$ cat config.mk
export PLATFORM = sky130hd
export DESIGN_NAME = sha1_message_digest
export DESIGN_NICKNAME = d
export VERILOG_FILES = /design/src/rtl/sha1md_pkg.sv /design/src/rtl/sha1_message_digest.sv /design/src/rtl/sha1md_core.sv
export SDC_FILE = /design/constraint.sdc
export NUM_CORES = 2
export LEC_CHECK = 0
export ABC_AREA = 1
export BUFFER_PORTS_ARGS = -buffer_cell sky130_fd_sc_hd__buf_4
export CORE_MARGIN = 8
export CORE_UTILIZATION = 65
export DETAILED_ROUTE_END_ITERATION = 6
export PLACE_DENSITY_LB_ADDON = 0.05
export SLEW_MARGIN = 40
export SYNTH_ARGS = -nofsm -noshare
export SYNTH_HDL_FRONTEND = slang
export SYNTH_SLANG_ARGS = --single-unit
$ cat constraint.sdc
create_clock -name clk -period 17 [get_ports clk]
set_input_delay 0.85 -clock clk [delete_from_list [all_inputs] [get_ports clk]]
set_output_delay 0.85 -clock clk [all_outputs]
set_load 0.01 [all_outputs]
$ cat src/rtl/sha1md_pkg.sv
`timescale 1ns / 1ps
`default_nettype none
// ----------------------------------------------------------------------------
// SHA-1 message digest package
// Shared types, constants and round helper functions for the digest block.
// ----------------------------------------------------------------------------
package sha1md_pkg;

  // Chaining value: word 0 is h0
  typedef logic [4:0][31:0] chain_t;

  // Initial hash constants
  localparam logic [31:0] H0_INIT = 32'h67452301;
  localparam logic [31:0] H1_INIT = 32'hEFCDAB89;
  localparam logic [31:0] H2_INIT = 32'h98BADCFE;
  localparam logic [31:0] H3_INIT = 32'h10325476;
  localparam logic [31:0] H4_INIT = 32'hC3D2E1F0;

  // Round constants, one per group of twenty rounds
  localparam logic [31:0] K_0 = 32'h5A827999;
  localparam logic [31:0] K_1 = 32'h6ED9EBA1;
  localparam logic [31:0] K_2 = 32'h8F1BBCDC;
  localparam logic [31:0] K_3 = 32'hCA62C1D6;

  // Padding marker byte and the byte position where the length field starts
  localparam logic [7:0] PAD_BYTE  = 8'h80;
  localparam logic [5:0] LEN_START = 6'd56;

  // Round bookkeeping
  localparam logic [6:0] LAST_ROUND = 7'd79;
  localparam logic [6:0] ROUND_G1   = 7'd20;
  localparam logic [6:0] ROUND_G2   = 7'd40;
  localparam logic [6:0] ROUND_G3   = 7'd60;

  // Index of the final digest word
  localparam logic [2:0] LAST_WORD_IDX = 3'd4;

  // Control from the sequencer to the compression unit
  typedef struct packed {
    logic       shift_en;    // shift one byte into the block register
    logic [7:0] shift_byte;  // byte to shift in
    logic       start;       // begin compressing the block
    logic       chain_init;  // return the chaining value to the initial constants
  } core_ctrl_t;

  // Status from the compression unit
  typedef struct packed {
    logic busy;  // rounds in progress
    logic done;  // chaining value updated this cycle
  } core_stat_t;

  function automatic chain_t chain_init_value();
    chain_t c;
    c[0] = H0_INIT;
    c[1] = H1_INIT;
    c[2] = H2_INIT;
    c[3] = H3_INIT;
    c[4] = H4_INIT;
    return c;
  endfunction

  function automatic logic [31:0] rotl(input logic [31:0] x, input int unsigned n);
    logic [63:0] d;
    d = {x, x} << n;
    return d[63:32];
  endfunction

  // Round function and constant, selected by round number
  function automatic logic [31:0] round_f(input logic [6:0] rnd, input logic [31:0] b,
                                          input logic [31:0] c, input logic [31:0] d);
    logic [31:0] f;
    if (rnd < ROUND_G1) begin
      f = (b & c) | (~b & d);
    end else if (rnd < ROUND_G2) begin
      f = b ^ c ^ d;
    end else if (rnd < ROUND_G3) begin
      f = (b & c) | (b & d) | (c & d);
    end else begin
      f = b ^ c ^ d;
    end
    return f;
  endfunction

  function automatic logic [31:0] round_k(input logic [6:0] rnd);
    logic [31:0] k;
    if (rnd < ROUND_G1) begin
      k = K_0;
    end else if (rnd < ROUND_G2) begin
      k = K_1;
    end else if (rnd < ROUND_G3) begin
      k = K_2;
    end else begin
      k = K_3;
    end
    return k;
  endfunction

endpackage
`default_nettype wire

$ cat src/rtl/sha1_message_digest.sv
`timescale 1ns / 1ps
`default_nettype none
// ----------------------------------------------------------------------------
// SHA-1 message digest
// Streams a message in one byte per request and returns the five digest words.
// ----------------------------------------------------------------------------
// Block: the 64th byte of a block starts a compression of 80 rounds on the
//   shared round unit, then the working variables are folded into the chain.
// End of message: padding and length bytes go in at one per cycle while no
//   block compresses (up to 72 over one or two blocks, with a pause in the pad
//   state before the length), each full block adds a compression, then five
//   output words. No byte is accepted while a block compresses.
// Reset: rst (synchronous) clears the byte count and bit length, restores the
//   initial chaining value and returns the sequencer to idle with no word pending.
// ----------------------------------------------------------------------------
module sha1_message_digest (
  input  wire         clk,
  input  wire         rst,
  input  wire         s_tvalid,
  output logic        s_tready,
  input  wire  [7:0]  s_tdata,   // [7:0] in_byte
  input  wire         s_tuser,   // [0] byte_valid
  input  wire         s_tlast,   // msg_end
  output logic        m_tvalid,
  input  wire         m_tready,
  output logic [39:0] m_tdata,   // [31:0] digest_word, [34:32] word_index, [39:35] zero
  output logic        m_tlast    // last_word
);

  typedef enum logic [4:0] {
    ST_IDLE = 5'b00001,
    ST_PAD  = 5'b00010,
    ST_LEN  = 5'b00100,
    ST_COMP = 5'b01000,
    ST_OUT  = 5'b10000
  } state_t;

  state_t                 state;
  state_t                 ret;
  logic [5:0]             fill;
  logic [63:0]            bits;
  logic                   pad_first;
  logic [2:0]             out_idx;
  logic                   in_acc;
  logic                   pad_done;
  sha1md_pkg::core_ctrl_t ctrl;
  sha1md_pkg::core_stat_t stat;
  sha1md_pkg::chain_t     chain;

  assign s_tready = (state == ST_IDLE);
  assign in_acc   = s_tvalid && s_tready;
  assign pad_done = !pad_first && (fill == sha1md_pkg::LEN_START);

  // Feed bytes to the block register and start compression on a full block
  always_comb begin
    ctrl.shift_en   = 1'b0;
    ctrl.shift_byte = s_tdata;
    case (state)
      ST_IDLE: begin
        ctrl.shift_en = in_acc && s_tuser;
      end
      ST_PAD: begin
        ctrl.shift_en   = !pad_done;
        ctrl.shift_byte = pad_first ? sha1md_pkg::PAD_BYTE : 8'h00;
      end
      ST_LEN: begin
        ctrl.shift_en   = 1'b1;
        ctrl.shift_byte = bits[63:56];
      end
      default: begin
        ctrl.shift_en = 1'b0;
      end
    endcase
    ctrl.start      = ctrl.shift_en && (&fill);
    ctrl.chain_init = (state == ST_OUT) && m_tready && (out_idx == sha1md_pkg::LAST_WORD_IDX);
  end

  // Message sequencer
  always_ff @(posedge clk) begin
    if (rst) begin
      state     <= ST_IDLE;
      ret       <= ST_IDLE;
      fill      <= '0;
      bits      <= '0;
      pad_first <= 1'b0;
      out_idx   <= '0;
    end else begin
      case (state)
        ST_IDLE: begin
          if (in_acc) begin
            pad_first <= 1'b1;
            if (s_tuser) begin
              fill <= fill + 6'd1;
              bits <= bits + 64'd8;
            end
            if (s_tuser && (&fill)) begin
              state <= ST_COMP;
              ret   <= s_tlast ? ST_PAD : ST_IDLE;
            end else if (s_tlast) begin
              state <= ST_PAD;
            end
          end
        end
        ST_PAD: begin
          if (pad_done) begin
            state <= ST_LEN;
          end else begin
            pad_first <= 1'b0;
            fill      <= fill + 6'd1;
            if (&fill) begin
              state <= ST_COMP;
              ret   <= ST_PAD;
            end
          end
        end
        ST_LEN: begin
          bits <= bits << 8;
          fill <= fill + 6'd1;
          if (&fill) begin
            state   <= ST_COMP;
            ret     <= ST_OUT;
            out_idx <= '0;
          end
        end
        ST_COMP: begin
          if (stat.done) begin
            state <= ret;
          end
        end
        ST_OUT: begin
          if (m_tready) begin
            if (out_idx == sha1md_pkg::LAST_WORD_IDX) begin
              state   <= ST_IDLE;
              out_idx <= '0;
              bits    <= '0;
              fill    <= '0;
            end else begin
              out_idx <= out_idx + 3'd1;
            end
          end
        end
        default: begin
          state <= ST_IDLE;
        end
      endcase
    end
  end

  // Digest words drive the output straight from the chaining register
  assign m_tvalid = (state == ST_OUT);
  assign m_tdata  = {5'b0, out_idx, chain[out_idx]};
  assign m_tlast  = (out_idx == sha1md_pkg::LAST_WORD_IDX);

  sha1md_core u_core (
    .clk   (clk),
    .rst   (rst),
    .ctrl  (ctrl),
    .stat  (stat),
    .chain (chain)
  );

  a_done_in_comp : assert property (@(posedge clk) disable iff (rst)
    stat.done |-> state == ST_COMP)
    else $error("compression finished outside the wait state");

  a_len_aligned : assert property (@(posedge clk) disable iff (rst)
    state == ST_LEN |-> fill >= sha1md_pkg::LEN_START)
    else $error("length field misaligned");

  a_back_to_idle : assert property (@(posedge clk) disable iff (rst)
    m_tvalid && m_tready && m_tlast |=> state == ST_IDLE && fill == 6'd0 && bits == 64'd0)
    else $error("message state not cleared after digest");

  a_idle_when_rounds : assert property (@(posedge clk) disable iff (rst)
    stat.busy |-> !s_tready && !m_tvalid)
    else $error("ports open during rounds");

endmodule
`default_nettype wire

$ cat src/rtl/sha1md_core.sv
`timescale 1ns / 1ps
`default_nettype none
// ----------------------------------------------------------------------------
// SHA-1 compression unit
// Holds the 512-bit block as a byte shift register that doubles as the
// message schedule, runs one round per cycle for 80 rounds, then adds the
// working variables into the chaining value.
// ----------------------------------------------------------------------------
module sha1md_core (
  input  wire                         clk,
  input  wire                         rst,
  input  wire  sha1md_pkg::core_ctrl_t ctrl,
  output sha1md_pkg::core_stat_t      stat,
  output sha1md_pkg::chain_t          chain
);

  // Block / schedule: word t at [15], newest word at [0]
  logic [15:0][31:0] sched;
  logic [31:0]       a, b, c, d, e;
  logic [6:0]        rnd;
  logic              busy;
  logic              fin;

  logic [31:0] w_new;
  logic [31:0] sum;

  // Next schedule word and round sum
  always_comb begin
    w_new = sha1md_pkg::rotl(sched[2] ^ sched[7] ^ sched[13] ^ sched[15], 1);
    sum   = sha1md_pkg::rotl(a, 5) + sha1md_pkg::round_f(rnd, b, c, d) + e
            + sha1md_pkg::round_k(rnd) + sched[15];
  end

  // Load bytes, or advance the schedule during rounds
  always_ff @(posedge clk) begin
    if (ctrl.shift_en) begin
      sched <= {sched[15][23:0], sched[14:0], ctrl.shift_byte};
    end else if (busy) begin
      sched <= {sched[14:0], w_new};
    end
  end

  // Working variables
  always_ff @(posedge clk) begin
    if (ctrl.start) begin
      a <= chain[0];
      b <= chain[1];
      c <= chain[2];
      d <= chain[3];
      e <= chain[4];
    end else if (busy) begin
      a <= sum;
      b <= a;
      c <= sha1md_pkg::rotl(b, 30);
      d <= c;
      e <= d;
    end
  end

  // Round sequencer
  always_ff @(posedge clk) begin
    if (rst) begin
      busy <= 1'b0;
      fin  <= 1'b0;
      rnd  <= '0;
    end else begin
      fin <= 1'b0;
      if (ctrl.start) begin
        busy <= 1'b1;
        rnd  <= '0;
      end else if (busy) begin
        if (rnd == sha1md_pkg::LAST_ROUND) begin
          busy <= 1'b0;
          fin  <= 1'b1;
        end
        rnd <= rnd + 7'd1;
      end
    end
  end

  // Chaining value: fold in the working variables after the last round
  always_ff @(posedge clk) begin
    if (rst || ctrl.chain_init) begin
      chain <= sha1md_pkg::chain_init_value();
    end else if (fin) begin
      chain[0] <= chain[0] + a;
      chain[1] <= chain[1] + b;
      chain[2] <= chain[2] + c;
      chain[3] <= chain[3] + d;
      chain[4] <= chain[4] + e;
    end
  end

  assign stat.busy = busy;
  assign stat.done = fin;

  // The sequencer never loads or restarts while rounds are running
  a_no_start_busy : assert property (@(posedge clk) disable iff (rst)
    ctrl.start |-> !busy && !fin)
    else $error("compression started while busy");

  a_no_shift_busy : assert property (@(posedge clk) disable iff (rst)
    ctrl.shift_en |-> !busy)
    else $error("block shifted during rounds");

  a_fin_after_last : assert property (@(posedge clk) disable iff (rst)
    fin |-> $past(busy) && $past(rnd) == sha1md_pkg::LAST_ROUND)
    else $error("finish without the last round");

endmodule
`default_nettype wire
# Yosys cells after proc, flatten, opt, wreduce, memory -nomap -nowiden
# Index checks and enable logic that the tools add are counted.
[totals]
regBits = 925
word_cells = 171
input_bits = 14
[op_classes]
n_mux = 61
n_addsub = 13
bitwise_logic = 14
reduce_logical = 26
order_cmp = 4
eq_ne = 18
[op_table]
columns = ["cell", "count"]
rows = [
  ["2-to-1 mux 512 bit", 2],
  ["2-to-1 mux 32 bit", 16],
  ["adder 32 bit", 9],
  ["2-to-1 mux 64 bit", 4],
  ["case mux 64 bit (3 select lines)", 1],
  ["XOR 32 bit", 5],
  ["bitwise AND 32 bit", 4],
  ["binary-select mux 32 bit (select 3 bit)", 1],
  ["bitwise OR 32 bit", 3],
  ["2-to-1 mux 5 bit", 13],
  ["adder 64 x 4 -> 64 bit (second input constant)", 1],
  ["inverter 32 bit", 1],
  ["2-to-1 mux 31 bit", 1],
  ["2-to-1 mux 6 bit", 5],
  ["case mux 5 bit (5 select lines)", 1],
  ["case mux 6 bit (4 select lines)", 1],
  ["AND reduction 6 bit", 3],
  ["case mux 8 bit (2 select lines)", 1],
  ["case mux 5 bit (3 select lines)", 1],
  ["less-than comparator 7 x 6 -> 1 bit (second input constant)", 2],
  ["!= test 2 x 1 -> 1 bit (second input constant)", 6],
  ["AND reduction 5 bit", 2],
  ["2-to-1 mux 3 bit", 3],
  ["2-to-1 mux 8 bit", 1],
  ["other kinds (30)", 49],
]

# Longest topological paths before layout
[depth]
depth_word = 12
ltp_mapped = 27
ltp_nobuf = 26

# Cells and area by module
# A second synthesis with hierarchy kept.
[unflattened]
cells_unflattened = 7585
hier_area_um2 = 58003.1
[by_module_without_submodules]
columns = ["mod", "n_inst", "cells_per_inst", "seq_area_each_um2", "area_per_inst_um2"]
rows = [
  ["sha1md_core", 1, 6386, 23562.6, 51054.0],
  ["sha1_message_digest", 1, 1199, 1581.5, 6949.2],
]

# Least setup slack after synthesis
# OpenSTA, ideal clock, no wires.
[synth_timing]
kind = "input to register"
from = "in s_tuser"
to = "reg u_core.sched[0] (netlist bit), enable pin"
setup_ps = 3664
t_arrival_ps = 9762
cell_stages = 6
slack_ps = 3573
path_cell_list = "nand3_1 -> nand2_4 -> inv_2 -> buf_2 -> buf_2 -> nand2_1"
[synth_via]
elab_chain_cells = 3
[synth_rtl]
columns = ["element", "line", "source"]
rows = [
  ["start: declaration", "sha1_message_digest.sv:22", "input wire s_tuser,"],
  ["logical AND 1 bit", "sha1_message_digest.sv:60", "ctrl.shift_en = in_acc && s_tuser;"],
  ["case mux 1 bit (3 select lines)", "sha1_message_digest.sv:58", "case (state)"],
  ["nonzero test 2 bit (no line)", "--", ""],
  ["end signal: assignment", "sha1md_core.sv:37", "sched <= {sched[15][23:0], sched[14:0], ctrl.shift_byte};"],
  ["end signal: assignment", "sha1md_core.sv:39", "sched <= {sched[14:0], w_new};"],
  ["end: declaration", "sha1md_core.sv:18", "logic [15:0][31:0] sched;"],
]
# No other way between the ends.
# A chain may end at the register's enable or synchronous reset.

# Final worst setup path
[layout_timing]
from = "reg u_core.rnd[4]"
to = "reg u_core.a[29] (data pin)"
[layout_via]
elab_chain_cells = 10
word_cells_on_any_way = 15
[layout_rtl]
columns = ["element", "line", "source"]
rows = [
  ["start: declaration", "sha1md_core.sv:20", "logic [6:0] rnd;"],
  ["start signal: assignment", "sha1md_core.sv:76", "rnd <= rnd + 7'd1;"],
  ["less-than comparator 7 x 6 -> 1 bit", "sha1md_pkg.sv:76, sha1md_pkg.sv:90", ""],
  ["2-to-1 mux 32 bit", "sha1md_pkg.sv:76", "end else if (rnd < ROUND_G3) begin"],
  ["2-to-1 mux 32 bit", "sha1md_pkg.sv:74", "end else if (rnd < ROUND_G2) begin"],
  ["2-to-1 mux 32 bit", "sha1md_pkg.sv:72", "if (rnd < ROUND_G1) begin"],
  ["adder 32 bit (2 in series)", "sha1md_core.sv:30", "sum = sha1md_pkg::rotl(a, 5) + sha1md_pkg::round_f(rnd, b, c, d) + e"],
  ["adder 32 bit * (2 in series)", "sha1md_core.sv:31", "+ sha1md_pkg::round_k(rnd) + sched[15];"],
  ["2-to-1 mux 32 bit *", "sha1md_core.sv:51", "end else if (busy) begin"],
  ["2-to-1 mux 32 bit *", "sha1md_core.sv:45", "if (ctrl.start) begin"],
  ["end signal: assignment", "sha1md_core.sv:46", "a <= chain[0];"],
  ["end signal: assignment", "sha1md_core.sv:52", "a <= sum;"],
  ["end: declaration", "sha1md_core.sv:19", "logic [31:0] a, b, c, d, e;"],
]
# Every way passes the cells marked *; elsewhere a longest branch is shown, timed or not. The select of a mux whose other input is x is not followed.

==> run_results.csv <==
group,metric,value,unit
outcome,status,"complete, but fails checks",
outcome,violations,"design-rule violations",
finish,nNetsFinal,7922,
yosys,synth_top_area_share,34.59,%
yosys,async_reset_ff_share,0,%
pwr,p_leak,0.02806,µW
yosys,ys_seq_area_share,43.10,%
floorplanning,die_height,315.6,µm
clock_network,cts-buffers-inserted,99,
min_path,hold_class,"in2reg",
pwr,cellPowerDensity,101.9,nW/µm²
timing,maxSlewViolCount,0,
placed_design,dpl_cell_area,59370,µm²
worst_setup_path,worst_setup_path_start_kind,"flop",
yosys,ys_ff_latch,920,
job,maxCapViolCount,0,
placed_design,place_congestion,1.101,
clock_network,root_buffer,"clkbuf_16",
floorplanning,io_pins,57,
grt,grt.overflow.total,0,
yosys,synth.avg_cell_area,7.636,µm²
drt,via_count,53440,
grt,grt_max_degree,151,
timing,skew,0.06146,ns
yosys,synth_edf_count,672,
timing,setup_viol,0,
floorplanning,die_w,315.6,µm
clock_network,cts_tree,"done",
timing,hold_viol_final,0,
grt,grtUsageTotal,38.32,%
finish,area_growth,7.337,%
drt,via_per_inst,6.064,
yosys,synth_warnings,0,
timing,max_slew.worst_pin.slew,0.9290,ns
yosys,ys_types,53,
floorplanning,rows,110,
yosys,ys.flop_type,"edfxtp_1",
worst_setup_path,crit_type,"reg2reg",
drt,wl_per_cell,22.16,µm
placed_design,place_inst,8633,
drt,wirelength,195300,µm
clock_network,htree_levels,3,
worst_setup_path,critPathMaxFanout,37,
clock_network,cts_setup_buffers,0,
clock_network,clock_sinks,920,
placed_design,port_buffers,51,
yosys,ys_top_cells_by_area,"edfxtp_1, nand2_1, dfxtp_1",
pwr,ir_worst_vdd,144.1,µV
clock_network,cts_resized,0,
floorplanning,start_util,65.21,%
finish,fin_cells,8813,
timing,period_minus_slack,5.650,ns
floorplanning,core,89460,µm²
timing,max_freq,177.0,MHz
worst_setup_path,required,17.44,ns
grt,grt_pass1_wl,292500,µm
clock_network,cts.path.max_buffers,3,
drt,drtIter0Drc,7252,
finish,drive_gt1_share,3.732,%
yosys,synth_area,58340,µm²
finish,diodes,0,
grt,antenna_found_initial,4,
finish,finalInstanceArea,62620,µm²
finish,fillCellCount,7149,
drt,ant_nets,0,
grt,grt_pass1_vias,49430,
yosys,synthTopCellsByCount,"nand2_1, inv_1, edfxtp_1",
yosys,syn_inst,7640,
clock_network,clkTransAtPathRegs,0.07,ns
timing,rsz0062_at_grt,"no",
floorplanning,dieArea,99590,µm²
drt,drtPass1Iterations,7,
worst_setup_path,crit_path_end_kind,"flop",
placed_design,hpwl,143300,µm
clock_network,clk_latency,0.73,ns
worst_setup_path,critPathArrivalTime,6.09,ns
timing,tns,0,ns
yosys,synth.most_common_cell,"nand2_1",
timing,fin_crit_sh,33.23,%
yosys,synth_top_area_cell,"edfxtp_1",
clock_network,cts_hold_buf,0,
drt,drc,1,
timing,relSlewSlack,38.06,%
-- metal layers --
layer	track usage [%]	vias up	routed length [µm]
met1	52.09	25100	76040
met3	7.938	541	22220
li1	-	24670	-
met4	21.13	4	12630
met2	57.43	3132	84370
met5	0	-	27
-- worst max-delay path, cell delays in order (launching register included) --
cell,delay [ns]
dfxtp_1,0.43
nand2_1,0.10
inv_1,0.08
nand3_1,0.13
nand3_1,0.10
buf_4,0.39
nand2_1,0.09
buf_4,0.28
o22ai_1,0.16
a21oi_1,0.07
fa_1,0.49
inv_1,0.05
fa_1,0.53
fa_1,0.43
inv_1,0.07
ha_1,0.18
inv_1,0.08
fa_1,0.42
o21ai_0,0.45
nand2_1,0.11
nand2_1,0.17
nand2_1,0.07
nand2_1,0.12
nand3_1,0.10
nand2_1,0.09
nand2_1,0.05
nand3_1,0.07
nand2_1,0.07
-- metrics by stage --
| stage | util [%] | setup WS, ns | hold WS, ns | power, µW |
|---|---|---|---|---|
| after floorplan | - | 3.573 | 0.4469 | 3972 |
| after global placement | 66.24 | 11.40 | 0.4672 | 4125 |
| after detailed placement | 66.36 | 11.47 | 0.4713 | 4181 |
| after CTS | 69.97 | 11.43 | 0.3926 | 6357 |
| after global routing | 70.00 | 10.98 | 0.4194 | 6629 |
| final | 70.00 | 11.35 | 0.4256 | 6378 |
-- flip-flops by register name, indices dropped and copies added (netlist names) --
signal        cells
bits             61
fill              6
out_idx           3
pad_first         1
ret               3
state             5
u_core.a         32
u_core.b         32
u_core.busy       1
u_core.c         32
u_core.chain    160
u_core.d         32
u_core.e         32
u_core.fin        1
u_core.rnd        7
u_core.sched    512
-- cell usage in the layout (no fill, tap or decap), types with 5 or more instances in the layout --
master | synthesis | routed
nand2_1 | 2798 | 2796
bufinv_16 | 0 | 6
fa_1 | 124 | 124
o221ai_1 | 10 | 10
a21oi_1 | 579 | 579
a21boi_0 | 6 | 6
nor3_1 | 56 | 56
o21ai_1 | 26 | 25
edfxtp_1 | 672 | 672
clkbuf_8 | 0 | 5
xnor2_1 | 113 | 113
clkinv_2 | 0 | 20
nor4_1 | 10 | 10
clkinvlp_4 | 0 | 8
buf_4 | 20 | 70
nor3b_1 | 7 | 7
a21o_1 | 15 | 15
dfxtp_1 | 248 | 245
buf_6 | 8 | 10
o21bai_1 | 25 | 25
nand3b_1 | 14 | 14
clkbuf_1 | 115 | 19
clkbuf_16 | 0 | 101
inv_1 | 852 | 848
ha_1 | 226 | 226
conb_1 | 1 | 5
nand3_1 | 305 | 304
o21ai_0 | 559 | 559
clkinv_1 | 2 | 14
or2_2 | 22 | 22
xor2_1 | 71 | 71
nand4_1 | 66 | 66
o22ai_1 | 22 | 22
o211ai_1 | 28 | 28
nor2_1 | 470 | 469
-- logic make-up after synthesis --
kind of cell | count (synthesis) | share of synthesized area, %
DFF | 920 | 43.10
other | 1 | 0.006428
AOI/OAI and AO/OA | 1289 | 11.58
buffers and inverters | 1131 | 7.770
adders and majority gates | 350 | 9.102
xor gates and xnor gates | 184 | 2.762
and+or+nand+nor | 3765 | 25.67
-- final cells by class --
cell class                      count  area [µm²]  area share [%]
Multi-Input combinational cell   5593       28760           45.92
Sequential cell                   920       25150           40.16
Inverter                          858        3244           5.181
Clock buffer                      125        2668           4.260
Tap cell                         1176        1471           2.350
Timing Repair Buffer               86       773.2           1.235
Clock inverter                     55       556.8          0.8892
-- where the power goes --
part | switching [µW] | leakage (µW) | internal [µW]
clock network | 982 | 0.00156 | 1210
logic | 791 | 0.0183 | 361
registers | 215 | 0.00823 | 2820
total | 1990 | 0.0281 | 4390
-- final timing paths --
check / start / end / slack [ns] / cells past startpoint
hold reg to reg: pad_first$_SDFFE_PP0P_ / pad_first$_SDFFE_PP0P_ / 0.48 / 2
setup reg to reg: u_core.rnd[4]$_SDFFE_PP0P_ / u_core.a[29]$_DFFE_PP_ / 11.35 / 27
setup / recovery: u_core.rnd[4]$_SDFFE_PP0P_ / u_core.a[29]$_DFFE_PP_ / 11.35 / 27
hold / removal: s_tlast / ret[0]$_SDFFE_PP1P_ / 0.43 / 2
Note: power is estimated with default switching activity, not from simulation.
